### src/rtl/rgbhsv_pkg.sv
`timescale 1ns / 1ps
`default_nettype none
// ----------------------------------------------------------------------------
// rgbhsv_pkg
// Shared widths and the stage-to-stage pixel record of the colour converter.
// ----------------------------------------------------------------------------
package rgbhsv_pkg;

    localparam int CHAN_W           = 8;
    localparam int HUE_W            = 15;
    localparam int HUE_FRAC_DEFAULT = 6;
    localparam int SECTOR_W         = 2;
    localparam int QUO_W            = 9;
    localparam int DIV_STEPS        = 9;

    localparam logic [SECTOR_W-1:0] SECTOR_RED   = 2'd0;
    localparam logic [SECTOR_W-1:0] SECTOR_GREEN = 2'd1;
    localparam logic [SECTOR_W-1:0] SECTOR_BLUE  = 2'd2;

    // Pixel record handed from the min/max stage to the divider pipeline
    typedef struct packed {
        logic [CHAN_W-1:0]   hi;
        logic [CHAN_W-1:0]   d;
        logic [SECTOR_W-1:0] sector;
        logic                neg;
        logic [CHAN_W-1:0]   diff;
    } pix_t;

endpackage : rgbhsv_pkg
`default_nettype wire

### src/rtl/rgbhsv_front.sv
`timescale 1ns / 1ps
`default_nettype none
// ----------------------------------------------------------------------------
// rgbhsv_front
// Registered min/max stage: value, channel span, sector and hue difference.
// ----------------------------------------------------------------------------
module rgbhsv_front
    import rgbhsv_pkg::*;
(
    input  wire logic              aclk,
    input  wire logic              aresetn,
    input  wire logic              en,
    input  wire logic              in_valid,
    input  wire logic [CHAN_W-1:0] red,
    input  wire logic [CHAN_W-1:0] green,
    input  wire logic [CHAN_W-1:0] blue,
    output logic                   out_valid,
    output pix_t                   out_pix
);

    logic [CHAN_W-1:0] hi, lo;
    pix_t              pix_next;
    logic              valid_reg;
    pix_t              pix_reg;

    always_comb begin
        hi = (red > green) ? red : green;
        if (blue > hi) hi = blue;
        lo = (red < green) ? red : green;
        if (blue < lo) lo = blue;
        pix_next.hi = hi;
        pix_next.d  = hi - lo;
        // Red wins ties, then green
        if (hi == red) begin
            pix_next.sector = SECTOR_RED;
            pix_next.neg    = green < blue;
            pix_next.diff   = (green < blue) ? blue - green : green - blue;
        end else if (hi == green) begin
            pix_next.sector = SECTOR_GREEN;
            pix_next.neg    = blue < red;
            pix_next.diff   = (blue < red) ? red - blue : blue - red;
        end else begin
            pix_next.sector = SECTOR_BLUE;
            pix_next.neg    = red < green;
            pix_next.diff   = (red < green) ? green - red : red - green;
        end
    end

    always_ff @(posedge aclk) begin
        if (!aresetn) begin
            valid_reg <= 1'b0;
        end else if (en) begin
            valid_reg <= in_valid;
        end
        if (en) pix_reg <= pix_next;
    end

    assign out_valid = valid_reg;
    assign out_pix   = pix_reg;

endmodule : rgbhsv_front
`default_nettype wire

### src/rtl/rgbhsv_div.sv
`timescale 1ns / 1ps
`default_nettype none
// ----------------------------------------------------------------------------
// rgbhsv_div
// Pipelined restoring divider, one quotient bit per stage, two lanes:
// diff*60*2^F / d for hue and d*255 / hi for saturation. Stage 0 registers
// the products and each following stage resolves one quotient bit.
// ----------------------------------------------------------------------------
module rgbhsv_div
    import rgbhsv_pkg::*;
#(
    parameter int HUE_FRAC = HUE_FRAC_DEFAULT
)(
    input  wire logic             aclk,
    input  wire logic             aresetn,
    input  wire logic             en,
    input  wire logic             in_valid,
    input  pix_t                  in_pix,
    output logic                  out_valid,
    output logic [HUE_W-1:0]      hue,
    output logic [CHAN_W-1:0]     saturation,
    output logic [CHAN_W-1:0]     brightness
);

    // Hue quotient at most 60*2^F, quotient bits = width of that bound
    localparam int SIXTY = 60 << HUE_FRAC;
    localparam int HQ_W  = $clog2(SIXTY + 1);
    localparam int HN_W  = HQ_W + CHAN_W;
    localparam int SN_W  = 2 * CHAN_W;
    localparam int HSTG  = HQ_W;
    localparam int NSTG  = (HSTG > DIV_STEPS) ? HSTG : DIV_STEPS;
    localparam int HOUT_W = HQ_W + 3;

    logic [HN_W-1:0]   hn   [0:NSTG];
    logic [HQ_W-1:0]   hq   [0:NSTG];
    logic [SN_W-1:0]   sn   [0:NSTG];
    logic [QUO_W-1:0]  sq   [0:NSTG];
    pix_t              pp   [0:NSTG];
    logic              vv   [0:NSTG];

    always_ff @(posedge aclk) begin
        if (!aresetn) begin
            for (int i = 0; i <= NSTG; i++) vv[i] <= 1'b0;
        end else if (en) begin
            vv[0] <= in_valid;
            for (int i = 1; i <= NSTG; i++) vv[i] <= vv[i-1];
        end
        if (en) begin
            hn[0] <= HN_W'(in_pix.diff * SIXTY);
            sn[0] <= SN_W'(in_pix.d) * SN_W'(255);
            hq[0] <= '0;
            sq[0] <= '0;
            pp[0] <= in_pix;
            for (int i = 1; i <= NSTG; i++) begin
                pp[i] <= pp[i-1];
                if (i <= HSTG && pp[i-1].d != '0 &&
                    (hn[i-1] >> (HSTG - i)) >= HN_W'(pp[i-1].d)) begin
                    hn[i] <= hn[i-1] - (HN_W'(pp[i-1].d) << (HSTG - i));
                    hq[i] <= hq[i-1] | (HQ_W'(1) << (HSTG - i));
                end else begin
                    hn[i] <= hn[i-1];
                    hq[i] <= hq[i-1];
                end
                if (i <= DIV_STEPS && pp[i-1].hi != '0 &&
                    (sn[i-1] >> (DIV_STEPS - i)) >= SN_W'(pp[i-1].hi)) begin
                    sn[i] <= sn[i-1] - (SN_W'(pp[i-1].hi) << (DIV_STEPS - i));
                    sq[i] <= sq[i-1] | (QUO_W'(1) << (DIV_STEPS - i));
                end else begin
                    sn[i] <= sn[i-1];
                    sq[i] <= sq[i-1];
                end
            end
        end
    end

    // Sector offset and wrap of negative red-sector hue; a negative term in
    // the green or blue sector rounds the whole quotient down, so take one
    // more off when the division left a remainder
    logic [HOUT_W-1:0] h_full;
    logic [HOUT_W-1:0] h_round;
    pix_t              pl;
    assign pl      = pp[NSTG];
    assign h_round = HOUT_W'(hq[NSTG]) + HOUT_W'(hn[NSTG] != '0);
    always_comb begin
        unique case (pl.sector)
            SECTOR_GREEN: h_full = pl.neg ? HOUT_W'(2*SIXTY) - h_round
                                          : HOUT_W'(2*SIXTY) + HOUT_W'(hq[NSTG]);
            SECTOR_BLUE:  h_full = pl.neg ? HOUT_W'(4*SIXTY) - h_round
                                          : HOUT_W'(4*SIXTY) + HOUT_W'(hq[NSTG]);
            default:      h_full = (pl.neg && hq[NSTG] != '0)
                                   ? HOUT_W'(6*SIXTY) - HOUT_W'(hq[NSTG])
                                   : HOUT_W'(hq[NSTG]);
        endcase
        if (pl.d == '0) h_full = '0;
    end

    logic [HUE_W-1:0] hue_ext;
    generate
        if (HOUT_W >= HUE_W) begin : g_trunc
            assign hue_ext = h_full[HUE_W-1:0];
        end else begin : g_ext
            assign hue_ext = HUE_W'(h_full);
        end
    endgenerate

    assign out_valid  = vv[NSTG];
    assign hue        = hue_ext;
    assign saturation = sq[NSTG][CHAN_W-1:0];
    assign brightness = pl.hi;

endmodule : rgbhsv_div
`default_nettype wire

### src/rtl/rgb_to_hsv_converter.sv
`timescale 1ns / 1ps
`default_nettype none
// ----------------------------------------------------------------------------
// rgb_to_hsv_converter
// Streaming RGB to HSV conversion, one pixel per clock while not stalled.
// ----------------------------------------------------------------------------
// Takes one pixel per clock while the output is not stalled and returns hue
// (1/2^HUE_FRAC degree units), saturation and brightness through the front
// register, the one-bit-per-stage divider pipeline and the output register;
// a stall freezes the whole pipeline while the output register holds its
// beat, and ready falls only when that register is full and not being
// taken.
module rgb_to_hsv_converter
    import rgbhsv_pkg::*;
#(
    parameter int HUE_FRAC = HUE_FRAC_DEFAULT
)(
    input  wire logic              aclk,
    input  wire logic              aresetn,
    input  wire logic              s_valid,
    output logic                   s_ready,
    input  wire logic [CHAN_W-1:0] s_red,
    input  wire logic [CHAN_W-1:0] s_green,
    input  wire logic [CHAN_W-1:0] s_blue,
    output logic                   m_valid,
    input  wire logic              m_ready,
    output logic [HUE_W-1:0]       m_hue,
    output logic [CHAN_W-1:0]      m_saturation,
    output logic [CHAN_W-1:0]      m_brightness
);

    logic             en;
    logic             f_valid, d_valid;
    pix_t             f_pix;
    logic [HUE_W-1:0] d_hue;
    logic [CHAN_W-1:0] d_sat, d_bri;
    logic             valid_reg;
    logic [HUE_W-1:0] hue_reg;
    logic [CHAN_W-1:0] sat_reg, bri_reg;

    // Advance whenever the output register is free or being drained
    assign en      = !valid_reg || m_ready;
    assign s_ready = en;

    rgbhsv_front u_front (
        .aclk, .aresetn, .en,
        .in_valid (s_valid),
        .red      (s_red),
        .green    (s_green),
        .blue     (s_blue),
        .out_valid(f_valid),
        .out_pix  (f_pix)
    );

    rgbhsv_div #(.HUE_FRAC(HUE_FRAC)) u_div (
        .aclk, .aresetn, .en,
        .in_valid  (f_valid),
        .in_pix    (f_pix),
        .out_valid (d_valid),
        .hue       (d_hue),
        .saturation(d_sat),
        .brightness(d_bri)
    );

    always_ff @(posedge aclk) begin
        if (!aresetn) begin
            valid_reg <= 1'b0;
        end else if (en) begin
            valid_reg <= d_valid;
        end
        if (en) begin
            hue_reg <= d_hue;
            sat_reg <= d_sat;
            bri_reg <= d_bri;
        end
    end

    assign m_valid      = valid_reg;
    assign m_hue        = hue_reg;
    assign m_saturation = sat_reg;
    assign m_brightness = bri_reg;

    a_hold: assert property (@(posedge aclk) disable iff (!aresetn)
        m_valid && !m_ready |=> m_valid && $stable(m_hue) && $stable(m_saturation))
        else $error("output beat changed under stall");
    a_ready: assert property (@(posedge aclk) disable iff (!aresetn)
        !m_valid |-> s_ready)
        else $error("input stalled with empty output");
    a_black: assert property (@(posedge aclk) disable iff (!aresetn)
        m_valid && m_brightness == '0 |-> m_saturation == '0 && m_hue == '0)
        else $error("black pixel with nonzero hue or saturation");

endmodule : rgb_to_hsv_converter
`default_nettype wire

### config.mk
export PLATFORM = sky130hd
export DESIGN_NAME = rgb_to_hsv_converter
export DESIGN_NICKNAME = d
export VERILOG_FILES = /design/src/rtl/rgbhsv_pkg.sv /design/src/rtl/rgbhsv_front.sv /design/src/rtl/rgbhsv_div.sv /design/src/rtl/rgb_to_hsv_converter.sv
export SDC_FILE = /design/constraint.sdc
export NUM_CORES = 2
export LEC_CHECK = 0
export BUFFER_PORTS_ARGS = -buffer_cell sky130_fd_sc_hd__clkbuf_2
export CAP_MARGIN = 25
export CORE_MARGIN = 2
export CORE_UTILIZATION = 25
export DETAILED_ROUTE_END_ITERATION = 10
export SYNTH_ARGS = -nofsm -noshare
export SYNTH_HDL_FRONTEND = slang
export SYNTH_SLANG_ARGS = --single-unit
export TNS_END_PERCENT = 10
### constraint.sdc
create_clock -name aclk -period 14.1 [get_ports aclk]
set_input_delay 0.705 -clock aclk [delete_from_list [all_inputs] [get_ports aclk]]
set_output_delay 0.705 -clock aclk [all_outputs]
set_load 0.005 [all_outputs]
Word-level counts from Yosys, hierarchy flattened
Memories as Yosys holds them, arrays and structs flattened. A register that Yosys moved wholly into a read port is not among the register bits.
Index checks and enable logic that the tools add are counted.
{ "word_totals": {"regBits": 51, "ram_bits": 1105, "input_bits": 28, "out_inout_bits": 33, "word_cells": 384, "memories": 6} }
{ "memory_table": {"columns": ["memory", "words", "width", "rd", "rd_ports_with_merged_regs", "wr", "line", "text"], "rows": [
  ["u_div.pp", 13, 27, 13, 0, 13, "rgbhsv_div.sv:38", "pix_t pp [0:NSTG];"],
  ["u_div.hn", 13, 20, 13, 0, 13, "rgbhsv_div.sv:34", "logic [HN_W-1:0] hn [0:NSTG];"],
  ["u_div.sn", 13, 16, 12, 0, 13, "rgbhsv_div.sv:36", "logic [SN_W-1:0] sn [0:NSTG];"],
  ["u_div.hq", 13, 12, 13, 0, 13, "rgbhsv_div.sv:35", "logic [HQ_W-1:0] hq [0:NSTG];"],
  ["u_div.sq", 13, 9, 13, 1, 13, "rgbhsv_div.sv:37", "logic [QUO_W-1:0] sq [0:NSTG];"],
  ["u_div.vv", 13, 1, 13, 1, 13, "rgbhsv_div.sv:39", "logic vv [0:NSTG];"]
]} }
{ "op_classes": {"add_sub_neg": 34, "mul": 2, "magnitude_cmp": 27, "eq_ne": 4, "n_mux": 199, "bitwise_logic": 55, "n_reduce_logical": 49} }
{ "op_table": {"columns": ["cell", "count"], "rows": [
  ["20-bit two-way mux", 12],
  ["8-bit nonzero test", 21],
  ["1-bit two-way mux", 144],
  ["12-bit two-way mux", 12],
  ["16-bit two-way mux", 9],
  ["9-bit two-way mux", 10],
  ["8-bit two-way mux", 7],
  ["8-bit subtractor", 7],
  ["1-bit OR", 55],
  ["15-bit two-way mux", 3],
  ["16-bit by 8-bit >= comparator with 1-bit output", 2],
  ["8-bit less-than comparator", 4],
  ["15-bit by 8-bit >= comparator with 1-bit output", 2],
  ["15-bit case mux with 2 select lines", 1],
  ["14-bit by 8-bit >= comparator with 1-bit output", 2],
  ["13-bit by 8-bit >= comparator with 1-bit output", 2],
  ["12-bit by 8-bit >= comparator with 1-bit output", 2],
  ["11-bit by 8-bit >= comparator with 1-bit output", 2],
  ["1-bit logical AND", 22],
  ["10-bit by 8-bit >= comparator with 1-bit output", 2],
  ["20-bit by 8-bit >= comparator with 1-bit output", 1],
  ["20-bit nonzero test", 1],
  ["20-bit by 10-bit subtractor with 20-bit output", 1],
  ["20-bit by 11-bit subtractor with 20-bit output", 1],
  ["other kinds (41)", 45]
]} }

Longest topological paths before layout
{ "logic_depth": {"depth_word": 7, "ltp_mapped": 24, "mapped_depth_nobuf": 23} }

Hierarchy
From an unflattened synthesis, not the netlist that was laid out.
{ "hier_totals": {"cells_unflattened": 3516, "area_unflattened_um2": 42782.3} }
{ "by_module_without_submodules": {"columns": ["mod", "n_inst", "cells_per_inst", "area_per_inst_um2", "seq_area_each_um2"], "rows": [
  ["rgbhsv_div", 1, 2996, 37513.5, 22001.1],
  ["rgbhsv_front", 1, 485, 4289.1, 830.8],
  ["rgb_to_hsv_converter", 1, 35, 979.7, 950.9]
]} }

Worst setup path after synthesis
OpenSTA, ideal clock, no wires.
{ "synth_timing": {"path_kind": "in2reg", "from": "in m_ready", "to": "mem u_div.vv[9], data pin", "setup_ps": 206, "t_arrival_ps": 12216, "required_ps": 13894, "setup_slack_ps": 1678, "path_stages": 7, "path_buffers": 4, "cell_sequence": "nor2b_1 > clkbuf_1 > inv_1 > clkbuf_1 > clkbuf_1 > clkbuf_1 > and3_1"} }
{ "synth_rtl": {"columns": ["element", "line", "text"], "rows": [
  ["start: declaration", "rgb_to_hsv_converter.sv:26", "input wire logic m_ready,"],
  ["end: declaration", "rgbhsv_div.sv:39", null]
]} }

==> results.yml <==
status:
  status: "complete, no violations"
layout:
  area_growth_syn_to_layout_pct: 13.7
  layout.filler_cells: 16900
  drive_above_1_share_pct: 7.91
  multi_input_area_um2: 16500
  layout.nets: 3879
  regArea_um2: 23700
  n_antenna_cell: 0
sta:
  tightest_slew_ns: 1.04
  hold_viol_final: 0
  skew_ns: 0.0402
  fin_tns_setup_ns: 0
  slew_viol_final: 0
  finalSetupViolations: 0
  period_share_pct: 41.7
  rsz0062_at_grt: "no"
  period_needed_ns: 5.88
  slew_headroom_pct: 30.4
  fmax_mhz: 170
clocking:
  hold_buffers: 0
  clock_tree.root_cell: "clkbuf_16"
  htreeDepth: 3
  insertion_delay_ns: 0.68
  path_clk_slew_ns: 0.06
  cts.sink_count: 793
  cts_tree: "built"
  cts.repair.resized: 0
  cts_setup_buffers: 0
  clock_path_buffers: 3
  cts_buffers: 82
setup_path:
  crit_path_start_kind: "input pin"
  criticalPathCategory: "input pin to flip-flop"
  end_kind: "flip-flop"
  path_max_fanout: 15
  required_ns: 14.50
  crit_arrival_ns: 6.28
  max_stage_delay_ns: 0.65
  crit_path_top_delay_cell: "nand4_1"
  critical_path.cell_chain: "clkbuf_2 -> inv_1 -> fa_1 -> nand3b_1 -> a21oi_2 -> o22ai_4 -> a21oi_1 -> ha_1 -> a21o_1 -> a21o_1 -> a21oi_1 -> nand2b_1 -> a221o_1 -> a21boi_2 -> nor3_1 -> nor4b_2 -> nand4_1 -> mux2i_1 -> mux2_1"
floorplan:
  die-area_um2: 170000
  dieHeight_um: 413
  rows: 150
  io_pins: 61
  die_x_um: 413
  core_area_um2: 167000
  start_util_pct: 25.1
placed_design:
  dp_hpwl_um: 55800
  gp_congestion: 0.869
  io_buffers: 60
route:
  avgRoutedWirePerCell_um: 13.5
  route.vias.total: 24700
  drc: 0
  viasPerCell: 4.30
  totalWireLength_um: 77500
  ant_nets: 0
  drtPass1Iterations: 5
  drt_iter0_drc: 1335
logic_synthesis:
  ys.flop_type: "edfxtp_1"
  synth_top_cells_by_area: "edfxtp_1, ha_1, xnor2_1, fa_1, inv_1"
  netlist_instances: 3387
  ys_async_sr_fraction_pct: 0
  yosysMostFrequentCell: "edfxtp_1"
  synthesis.area_um2: 41800
  yosys.area.top_type: "edfxtp_1"
  ys_seq_area_share_pct: 56.7
  synth-warning-count: 0
  synth_edf_count: 782
  synth_top_cell_area_share_pct: 56.2
  synth_area_per_cell_um2: 12.3
  synthTopCellsByCount: "edfxtp_1, inv_1, ha_1, nor2_1, a21oi_1"
  synth-seq-cells: 793
  synth.distinct_cells: 92
  synth_nets: 3780
global_route:
  grt_pass1_vias: 25100
  grt_util_all_layers_pct: 9.12
  overflow: 0
  grt_max_degree: 145
  grt_pass1_wl_um: 128000
  antenna_found_initial: 1
job:
  drv_cap: 0
min_path:
  min_path_type: "input pin to flip-flop"
==> cells in the final DEF (no fill, tap or decap), types with 35 or more instances in the layout <==
master     instances
mux2i_1           37
clkbuf_2          60
nand4_1           40
clkbuf_16         83
nor2_1           237
edfxtp_1         782
nor3_1            51
xor2_1            91
nand2b_1          59
xnor2_1          206
a21o_1            99
nor2b_1           50
fa_1              69
nor4_1            68
inv_1            346
o21ai_0          123
a21oi_1          225
ha_1             296
nand2_1          189
mux2_2            35
==> through the flow <==
| step | cell area, µm² | util (%) | worst slack [ns] | cells | hold slack (ns) |
|---|---|---|---|---|---|
| after global routing | 47500 | 28.5 | 7.98 | 5755 | 0.274 |
| after global placement | 44700 | 26.8 | 7.68 | 5604 | 0.401 |
| after floorplan | 41800 | - | 1.68 | 3387 | 0.400 |
| after detailed placement | 44700 | 26.8 | 7.63 | 5604 | 0.405 |
| after CTS | 47500 | 28.5 | 8.36 | 5753 | 0.224 |
| final | 47500 | 28.5 | 8.22 | 5755 | 0.292 |
==> state kept, by name, indices dropped and copies added (netlist names) <==
signal             count
m_hue                 15
u_div.hq              78
u_div.hn             191
m_valid                1
m_brightness           8
u_div.vv              13
m_saturation           8
u_div.sn             144
u_div.pp             247
u_front.out_pix       27
u_div.sq              60
u_front.out_valid      1
==> layer usage <==
layer,track usage [%],up-vias,wire (µm)
met2,16.1,400,38200
met1,10.8,11700,33400
met5,0,-,0
met4,3.95,0,3130
li1,-,12400,-
met3,1.65,178,2740
==> cell type report <==
| cell class | instances | area share (%) |
|---|---|---|
| Clock buffer | 92 | 4.44 |
| Inverter | 349 | 2.79 |
| Tap cell | 2204 | 5.80 |
| Clock inverter | 57 | 1.32 |
| Timing Repair Buffer | 78 | 0.959 |
| Sequential cell | 793 | 49.9 |
| Multi-Input combinational cell | 2182 | 34.8 |
==> worst paths after layout <==
check,slack (ns),depth (start not counted),end,start
max,8.22,19,u_front.out_pix[3]$_DFFE_PN_,s_red[1]
min,0.29,3,u_front.out_valid$_SDFFE_PN0N_,s_valid
max reg2reg,9.05,17,u_div.sn[0][15]$_DFFE_PN_,u_front.out_pix[14]$_DFFE_PN_
min reg2reg,0.39,0,m_brightness[6]$_DFFE_PN_,u_div.pp[3][25]$_DFFE_PN_
==> logic make-up (layout without fill, tap and decap cells) <==
logic type | after synthesis | count (layout) | synth area share [%]
xor+xnor | 297 | 297 | 6.22
flops | 793 | 793 | 56.7
mux | 76 | 76 | 1.98
compound gates | 631 | 631 | 9.59
fa+ha+maj | 368 | 368 | 12.2
simple gates | 810 | 810 | 9.51
buf+inv | 412 | 576 | 3.75
==> critical path, delay by kind of cell <==
family          cells  cell delay, ns
simple gates        5            1.45
compound gates      8            2.23
mux                 2            0.58
buf+inv             2            0.51
fa+ha+maj           2            0.77
Power is left out: the tool's default activity adds up to more than one toggle a clock period on the data nets, which glitch-free logic cannot reach.
